<file path="src/hdl/tss_pkg.sv">
// Package for the terrain slope shading block: widths, constants, stage types.
// No dependencies.
package tss_pkg;

    localparam int HW      = 12;  // height width
    localparam int LW      = 10;  // light component width
    localparam int GW      = 13;  // gradient width
    localparam int SQW     = 26;  // squared gradient sum plus 4096
    localparam int RW      = 13;  // square root width
    localparam int NW      = 25;  // numerator width
    localparam int QW      = 20;  // quotient width (signed)
    localparam int SHW     = 7;   // shade width
    localparam int DIV_STEPS = 19; // quotient bits for |num| < 2^25, den >= 64

    localparam logic [SQW-1:0] BIAS_SQ = SQW'(64 * 64);

    localparam int CFG_SHADE_MODE = 0;
    localparam int CFG_LIGHT_X    = 1;
    localparam int CFG_LIGHT_Y    = 2;
    localparam int CFG_LIGHT_Z    = 3;

    localparam logic signed [LW-1:0] LIGHT_X_RST = -10'sd106;
    localparam logic signed [LW-1:0] LIGHT_Y_RST = 10'sd99;
    localparam logic signed [LW-1:0] LIGHT_Z_RST = 10'sd213;

    typedef struct packed {
        logic                   mode;
        logic signed [NW-1:0]   num;
        logic        [SQW-1:0]  sq;
    } front_t;

endpackage

</file>
<file path="src/hdl/terrain_slope_shading.sv">
// Top level of the terrain slope shading block: config registers and pipeline.
// Depends on tss_pkg, tss_front, tss_sqrt, tss_div.
//
// Usage: heights of the four neighbours enter on the input channel
// (in_valid / in_stall), one word per clock unless stalled. Each word yields one shade word
// on the output channel (out_valid / out_stall).
// Pipeline from the accept edge to the output register: two front-end stages
// (products, sums), thirteen square-root stages (one root bit each), nineteen
// divider stages (one quotient bit each), one output stage.
// Throughput is one word per clock; the pipeline moves as a whole whenever
// the output register is empty or being taken.
// When the receiver stalls, the whole pipeline holds and in_stall is raised
// unless the output slot is free; nothing is lost or repeated.
// Reset clears all valid bits and loads the light vector and shade_mode to
// their defaults. Configuration writes take effect on the next word and
// should only be made while the pipeline is empty.
module terrain_slope_shading (
    input  logic                           clk,
    input  logic                           rst_n,
    input  logic                           cfg_we,
    input  logic [1:0]                     cfg_index,
    input  logic [tss_pkg::LW-1:0]         cfg_data,
    input  logic                           in_valid,
    output logic                           in_stall,
    input  logic signed [tss_pkg::HW-1:0]  height_east,
    input  logic signed [tss_pkg::HW-1:0]  height_west,
    input  logic signed [tss_pkg::HW-1:0]  height_south,
    input  logic signed [tss_pkg::HW-1:0]  height_north,
    output logic                           out_valid,
    input  logic                           out_stall,
    output logic [tss_pkg::SHW-1:0]        shade
);
    logic                          mode_reg;
    logic signed [tss_pkg::LW-1:0] lx_reg, ly_reg, lz_reg;

    always_ff @(posedge clk or negedge rst_n)
    begin
        if (!rst_n)
        begin
            mode_reg <= 1'b0;
            lx_reg   <= tss_pkg::LIGHT_X_RST;
            ly_reg   <= tss_pkg::LIGHT_Y_RST;
            lz_reg   <= tss_pkg::LIGHT_Z_RST;
        end
        else if (cfg_we)
        begin
            case (cfg_index)
                2'(tss_pkg::CFG_SHADE_MODE): mode_reg <= cfg_data[0];
                2'(tss_pkg::CFG_LIGHT_X):    lx_reg   <= cfg_data;
                2'(tss_pkg::CFG_LIGHT_Y):    ly_reg   <= cfg_data;
                2'(tss_pkg::CFG_LIGHT_Z):    lz_reg   <= cfg_data;
                default: ;
            endcase
        end
    end

    logic adv;
    // whole pipeline moves when the output word is absent or taken
    assign adv      = !out_valid || !out_stall;
    assign in_stall = !adv;

    logic                            f_vld;
    tss_pkg::front_t                 f_data;
    logic                            s_vld, s_mode;
    logic signed [tss_pkg::NW-1:0]   s_num;
    logic        [tss_pkg::RW-1:0]   s_root;

    tss_front u_front (
        .clk(clk), .rst_n(rst_n), .adv(adv), .in_vld(in_valid),
        .he(height_east), .hw(height_west), .hs(height_south), .hn(height_north),
        .mode(mode_reg), .lx(lx_reg), .ly(ly_reg), .lz(lz_reg),
        .out_vld(f_vld), .out_data(f_data)
    );

    tss_sqrt u_sqrt (
        .clk(clk), .rst_n(rst_n), .adv(adv), .in_vld(f_vld), .in_data(f_data),
        .out_vld(s_vld), .out_mode(s_mode), .out_num(s_num), .out_root(s_root)
    );

    tss_div u_div (
        .clk(clk), .rst_n(rst_n), .adv(adv), .in_vld(s_vld), .in_mode(s_mode),
        .in_num(s_num), .in_den(s_root), .out_vld(out_valid), .out_shade(shade)
    );
endmodule

</file>
<file path="src/hdl/tss_front.sv">
// Front end: gradient, numerator products and squared magnitude, two stages.
// Depends on tss_pkg.
module tss_front (
    input  logic                           clk,
    input  logic                           rst_n,
    input  logic                           adv,
    input  logic                           in_vld,
    input  logic signed [tss_pkg::HW-1:0]  he,
    input  logic signed [tss_pkg::HW-1:0]  hw,
    input  logic signed [tss_pkg::HW-1:0]  hs,
    input  logic signed [tss_pkg::HW-1:0]  hn,
    input  logic                           mode,
    input  logic signed [tss_pkg::LW-1:0]  lx,
    input  logic signed [tss_pkg::LW-1:0]  ly,
    input  logic signed [tss_pkg::LW-1:0]  lz,
    output logic                           out_vld,
    output tss_pkg::front_t                out_data
);
    logic                          v1_reg, v2_reg;
    logic                          m1_reg;
    logic signed [tss_pkg::NW-1:0] px_reg, py_reg, pz_reg;
    logic        [tss_pkg::SQW-1:0] sx_reg, sy_reg;
    tss_pkg::front_t               d2_reg;

    logic signed [tss_pkg::GW-1:0] gx, gy;

    always_comb
    begin
        if (!mode)
        begin
            gx = tss_pkg::GW'(hs) - tss_pkg::GW'(hn);
            gy = tss_pkg::GW'(he) - tss_pkg::GW'(hw);
        end
        else
        begin
            gx = tss_pkg::GW'(he) - tss_pkg::GW'(hw);
            gy = tss_pkg::GW'(hn) - tss_pkg::GW'(hs);
        end
    end

    always_ff @(posedge clk or negedge rst_n)
    begin
        if (!rst_n)
        begin
            v1_reg <= 1'b0;
            v2_reg <= 1'b0;
        end
        else if (adv)
        begin
            v1_reg <= in_vld;
            v2_reg <= v1_reg;
        end
    end

    always_ff @(posedge clk)
    begin
        if (adv)
        begin
            m1_reg <= mode;
            px_reg <= tss_pkg::NW'(gx * lx);
            py_reg <= tss_pkg::NW'(gy * ly);
            pz_reg <= tss_pkg::NW'(lz) <<< 6;
            sx_reg <= tss_pkg::SQW'(gx * gx);
            sy_reg <= tss_pkg::SQW'(gy * gy);
            d2_reg.mode <= m1_reg;
            d2_reg.num  <= px_reg + py_reg + pz_reg;
            d2_reg.sq   <= sx_reg + sy_reg + tss_pkg::BIAS_SQ;
        end
    end

    assign out_vld  = v2_reg;
    assign out_data = d2_reg;
endmodule

</file>
<file path="src/hdl/tss_sqrt.sv">
// Pipelined integer square root, one result bit per stage, plus carried payload.
// Depends on tss_pkg.
module tss_sqrt (
    input  logic                           clk,
    input  logic                           rst_n,
    input  logic                           adv,
    input  logic                           in_vld,
    input  tss_pkg::front_t                in_data,
    output logic                           out_vld,
    output logic                           out_mode,
    output logic signed [tss_pkg::NW-1:0]  out_num,
    output logic        [tss_pkg::RW-1:0]  out_root
);
    localparam int N = tss_pkg::RW;

    logic [N:0]                       v_reg;
    logic [N:0]                       m_reg;
    logic signed [tss_pkg::NW-1:0]    num_reg [N+1];
    logic [tss_pkg::SQW-1:0]          rem_reg [N+1];
    logic [tss_pkg::RW-1:0]           root_reg [N+1];

    assign v_reg[0]    = in_vld;
    assign m_reg[0]    = in_data.mode;
    assign num_reg[0]  = in_data.num;
    assign rem_reg[0]  = in_data.sq;
    assign root_reg[0] = '0;

    for (genvar i = 0; i < N; i++)
    begin : g_stage
        localparam int B = N - 1 - i;
        logic [tss_pkg::SQW+1:0] trial;
        logic                    fit;
        assign trial = ({2'b00, tss_pkg::SQW'(root_reg[i])} << (B + 1))
                     + ((tss_pkg::SQW+2)'(1) << (2 * B));
        assign fit   = {2'b00, rem_reg[i]} >= trial;

        always_ff @(posedge clk or negedge rst_n)
        begin
            if (!rst_n)
                v_reg[i+1] <= 1'b0;
            else if (adv)
                v_reg[i+1] <= v_reg[i];
        end

        always_ff @(posedge clk)
        begin
            if (adv)
            begin
                m_reg[i+1]   <= m_reg[i];
                num_reg[i+1] <= num_reg[i];
                rem_reg[i+1] <= fit ? tss_pkg::SQW'({2'b00, rem_reg[i]} - trial) : rem_reg[i];
                root_reg[i+1] <= root_reg[i] | (fit ? tss_pkg::RW'(1) << B : '0);
            end
        end
    end

    assign out_vld  = v_reg[N];
    assign out_mode = m_reg[N];
    assign out_num  = num_reg[N];
    assign out_root = root_reg[N];
endmodule

</file>
<file path="src/hdl/tss_div.sv">
// Pipelined restoring divider on magnitudes, then shift, offset, clamp, output.
// Depends on tss_pkg.
module tss_div (
    input  logic                           clk,
    input  logic                           rst_n,
    input  logic                           adv,
    input  logic                           in_vld,
    input  logic                           in_mode,
    input  logic signed [tss_pkg::NW-1:0]  in_num,
    input  logic        [tss_pkg::RW-1:0]  in_den,
    output logic                           out_vld,
    output logic        [tss_pkg::SHW-1:0] out_shade
);
    localparam int N  = tss_pkg::DIV_STEPS;
    localparam int MW = tss_pkg::NW - 1;   // magnitude bits needed

    logic [N:0]            v_reg, m_reg, neg_reg;
    logic [MW-1:0]         dd_reg  [N+1];
    logic [tss_pkg::RW-1:0] den_reg [N+1];
    logic [tss_pkg::RW:0]  rem_reg [N+1];
    logic [N-1:0]          q_reg   [N+1];

    logic [tss_pkg::NW-1:0] mag;
    assign mag = in_num[tss_pkg::NW-1] ? tss_pkg::NW'(-in_num) : tss_pkg::NW'(in_num);

    assign v_reg[0]   = in_vld;
    assign m_reg[0]   = in_mode;
    assign neg_reg[0] = in_num[tss_pkg::NW-1];
    assign dd_reg[0]  = mag[MW-1:0];
    assign den_reg[0] = in_den;
    // top bits above the quotient window start as the partial remainder
    assign rem_reg[0] = (tss_pkg::RW+1)'(mag[MW-1:N]);
    assign q_reg[0]   = '0;

    for (genvar i = 0; i < N; i++)
    begin : g_step
        logic [tss_pkg::RW+1:0] sh;
        logic [tss_pkg::RW+1:0] diff;
        assign sh   = {rem_reg[i], dd_reg[i][N-1-i]};
        assign diff = sh - (tss_pkg::RW+2)'(den_reg[i]);

        always_ff @(posedge clk or negedge rst_n)
        begin
            if (!rst_n)
                v_reg[i+1] <= 1'b0;
            else if (adv)
                v_reg[i+1] <= v_reg[i];
        end

        always_ff @(posedge clk)
        begin
            if (adv)
            begin
                m_reg[i+1]   <= m_reg[i];
                neg_reg[i+1] <= neg_reg[i];
                dd_reg[i+1]  <= dd_reg[i];
                den_reg[i+1] <= den_reg[i];
                if (!diff[tss_pkg::RW+1])
                begin
                    rem_reg[i+1] <= diff[tss_pkg::RW:0];
                    q_reg[i+1]   <= {q_reg[i][N-2:0], 1'b1};
                end
                else
                begin
                    rem_reg[i+1] <= sh[tss_pkg::RW:0];
                    q_reg[i+1]   <= {q_reg[i][N-2:0], 1'b0};
                end
            end
        end
    end

    // final stage: sign, floor shift, offset, clamp
    logic signed [tss_pkg::QW-1:0] q;
    logic signed [tss_pkg::QW-1:0] lig;
    logic        [tss_pkg::SHW-1:0] shade_next;
    logic        [tss_pkg::SHW-1:0] shade_reg;
    logic                           vo_reg;

    always_comb
    begin
        q = neg_reg[N] ? -tss_pkg::QW'(q_reg[N]) : tss_pkg::QW'(q_reg[N]);
        if (!m_reg[N])
        begin
            lig = tss_pkg::QW'(16) + (q >>> 4);
            if (lig < 2) lig = tss_pkg::QW'(2);
            if (lig > 31) lig = tss_pkg::QW'(31);
            shade_next = tss_pkg::SHW'(tss_pkg::QW'(32) - lig);
        end
        else
        begin
            lig = tss_pkg::QW'(64) + (q >>> 2);
            if (lig < 8) lig = tss_pkg::QW'(8);
            if (lig > 124) lig = tss_pkg::QW'(124);
            shade_next = tss_pkg::SHW'(tss_pkg::QW'(128) - lig);
        end
    end

    always_ff @(posedge clk or negedge rst_n)
    begin
        if (!rst_n)
            vo_reg <= 1'b0;
        else if (adv)
            vo_reg <= v_reg[N];
    end

    always_ff @(posedge clk)
    begin
        if (adv)
            shade_reg <= shade_next;
    end

    assign out_vld   = vo_reg;
    assign out_shade = shade_reg;
endmodule

</file>
<file path="config.mk">
export PLATFORM = sky130hd
export DESIGN_NAME = terrain_slope_shading
export DESIGN_NICKNAME = d
export VERILOG_FILES = /design/src/hdl/tss_pkg.sv /design/src/hdl/terrain_slope_shading.sv /design/src/hdl/tss_front.sv /design/src/hdl/tss_sqrt.sv /design/src/hdl/tss_div.sv
export SDC_FILE = /design/constraint.sdc
export NUM_CORES = 2
export LEC_CHECK = 0
export ABC_CLOCK_PERIOD_IN_PS = 126000
export BUFFER_PORTS_ARGS = -buffer_cell sky130_fd_sc_hd__buf_2
export CORE_MARGIN = 10
export CORE_UTILIZATION = 48
export CTS_CLUSTER_DIAMETER = 40
export DETAILED_ROUTE_END_ITERATION = 7
export GPL_TIMING_DRIVEN = 0
export SYNTH_ARGS = -nofsm -noshare
export SYNTH_HDL_FRONTEND = slang
export SYNTH_SLANG_ARGS = --single-unit
</file>
<file path="constraint.sdc">
create_clock -name clk -period 126 [get_ports clk]
set_clock_uncertainty 0.15 [all_clocks]
set_input_delay 25.2 -clock clk [delete_from_list [all_inputs] [get_ports clk]]
set_output_delay 25.2 -clock clk [all_outputs]
set_load 0.01 [all_outputs]
</file>
==> impl_metrics.csv <==
group,metric,value,unit
logic_synthesis,synth_ff_type,"edfxtp_1",
setup_path,worstSetupPathType,"input pin to primary output",
logic_synthesis,yosys-top-cells-count,"1792 x edfxtp_1, 1168 x inv_1, 710 x ha_1",
sta,relSlewSlack,0.0800,
clocking,cts_buffers,292,
flow_run,drv_cap,0,
sta,timing.fmax,18.2,MHz
finish,regArea,55500,um2
place,placed_area,108000,um2
logic_synthesis,async_flop_share,0.0355,
floorplan,fp.dieArea,233000,um2
worst_hold_path,hold_path_class,"flop to flop",
setup_path,arrival,29.49,ns
logic_synthesis,synth_top_area_share,0.523,
setup_path,crit_required,100.65,ns
drt,viasPerCell,5.20,
finish,fin_util,0.552,
logic_synthesis,synth_top_cell_by_area,"edfxtp_1",
clocking,cts_setup_buffers,0,
clocking,clk_latency,0.91,ns
floorplan,ios,74,
clocking,cts_resized,0,
sta,finalCriticalPeriod,54.84,ns
finish,layout-drive-gt1-share,0.0969,
sta,finalMaxSlewViolations,0,
drt,dr.pass1.iters,6,
logic_synthesis,ys_seq_elements,1858,
sta,fin_hold_ws,0.226,ns
finish,fin_area,117000,um2
sta,final-hold-violation-count,0,
grt,grt_max_degree,72,
grt,antenna_found_initial,5,
drt,wl_per_cell,17.0,um
finish,multi_input_area,42600,um2
logic_synthesis,synth.distinct_cells,87,
clocking,hold_buffers,0,
finish,fin_nets,9761,
place,portBuffers,73,
grt,grt_pass1_vias,62600,
setup_path,start_kind,"input pin",
outcome,status,"finished clean",
setup_path,cp_max_fo,70,
grt,grt_use_total,0.166,
sta,finalSetupViolCount,0,
clocking,cts-root-buf,"clkbuf_16",
sta,rsz0062_at_grt,"no",
sta,worst_pin_slew,1.38,ns
floorplan,fp.dieH,483,um
logic_synthesis,seq_area_frac_synth,0.539,
logic_synthesis,synth_area_leaders,"edfxtp_1 52%, fa_1 11%, ha_1 8.6%",
grt,grt_pass1_wl,320,mm
floorplan,row_count,169,
setup_path,endpoint_kind,"primary output",
logic_synthesis,yosysMostFrequentCell,"edfxtp_1",
sta,fin_setup_tns,0,ns
drt,wl,195,mm
floorplan,die_w,483,um
logic_synthesis,ys_warn_count,0,
drt,num_vias,59700,
floorplan,core-area,213000,um2
finish,area_growth,14.0,%
drt,drc,0,
clocking,cts_tree,"yes",
logic_synthesis,syn_inst,8029,
grt,grt_overflow,0,
logic_synthesis,synth_edf_count,1792,
logic_synthesis,avgSynthCellArea,12.8,um2
finish,nFillCells,17500,
floorplan,initial_core_util,0.484,
clocking,cts.path.max_buffers,4,
clocking,htreeDepth,5,
drt,drtIter0Drc,3481,
drt,final_antenna_net_count,0,
clocking,clk_pin_slew,0.05,ns
sta,period_share,0.435,
finish,largest_reg_flops,312,
place,gp_congestion,0.883,
place,hpwl,146,mm
logic_synthesis,syn_area,103000,um2
clocking,cts.sinks,1858,
## critical path, cell delays in order
cell	delay, ns
buf_2	0.09
nand2_1	0.32
clkbuf_4	0.53
buf_16	0.34
buf_16	0.31
buf_16	0.34
buf_16	0.32
buf_16	0.34
buf_16	0.28
buf_16	0.35
buf_16	0.33
buf_16	0.30
inv_1	0.06
buf_2	0.14
## cell families after synthesis
family / after synthesis / synth area share
DFF: 1858 / 0.539
and+or+nand+nor: 1749 / 0.0817
buffers and inverters: 1302 / 0.0475
adders and majority gates: 1263 / 0.194
AOI/OAI and AO/OA: 1125 / 0.0700
xor gates and xnor gates: 484 / 0.0412
muxes: 247 / 0.0267
other: 1 / 0.0000364
## worst paths after layout
path                                startpoint                   to  slack (ns)  cells past startpoint
min reg2reg                u_front.out_data[8]  u_sqrt.rem_reg[320]        0.23                      0
min in group asynchronous                rst_n      u_div.v_reg[11]       24.01                      1
min                        u_front.out_data[8]  u_sqrt.rem_reg[320]        0.23                      0
max in group asynchronous                rst_n            lx_reg[7]      101.00                      2
max reg2reg                           mode_reg   u_front.sy_reg[25]      116.29                     27
max                                  out_stall             in_stall       71.16                     14
## through the flow
stage / setup WS [ns] / cells
after floorplan: 22.20 / 8033
after CTS: 71.07 / 11500
after global placement: 7.57 / 10900
after detailed placement: 71.09 / 11000
after global routing: 70.72 / 11500
final: 71.16 / 11500
## layout by cell type (no fill, tap or decap), types with 74 or more instances in the layout
cell / Yosys / final
clkbuf_1: 113 / 138
xor2_1: 172 / 172
nand2b_1: 92 / 92
nor2_1: 496 / 496
a211oi_1: 75 / 74
clkbuf_16: 0 / 303
mux2_2: 221 / 221
xnor2_1: 312 / 312
nor3_1: 159 / 159
o21ai_0: 290 / 290
edfxtp_1: 1792 / 1792
and2_1: 127 / 127
o21a_1: 76 / 76
inv_1: 1168 / 1168
a21oi_1: 287 / 287
ha_1: 710 / 710
a21o_1: 112 / 112
nand2_1: 478 / 478
nor2b_1: 80 / 80
buf_2: 1 / 74
fa_1: 553 / 553
## cell type report
class	instances	area share
sequential	1858	0.473
antenna	1	0.0000213
buffer	126	0.00407
tap	2821	0.0301
clock buffer	330	0.0655
inverter	1176	0.0376
clock inverter	175	0.0169
multi-input combinational	4873	0.363
timing repair buffer	106	0.0103
## per-layer routing
layer | wire length [um] | global-route usage | share of wire | vias to the layer above
li1 | - | - | - | 29000
met1 | 81600 | 0.201 | 0.42 | 29200
met2 | 98200 | 0.294 | 0.50 | 1065
met3 | 7880 | 0.0298 | 0.040 | 426
met4 | 7330 | 0.0661 | 0.038 | 0
met5 | 0 | 0 | 0 | -
Power is not shown: default switching activity piles up to over one toggle a cycle in this logic, so the estimate is an artifact.
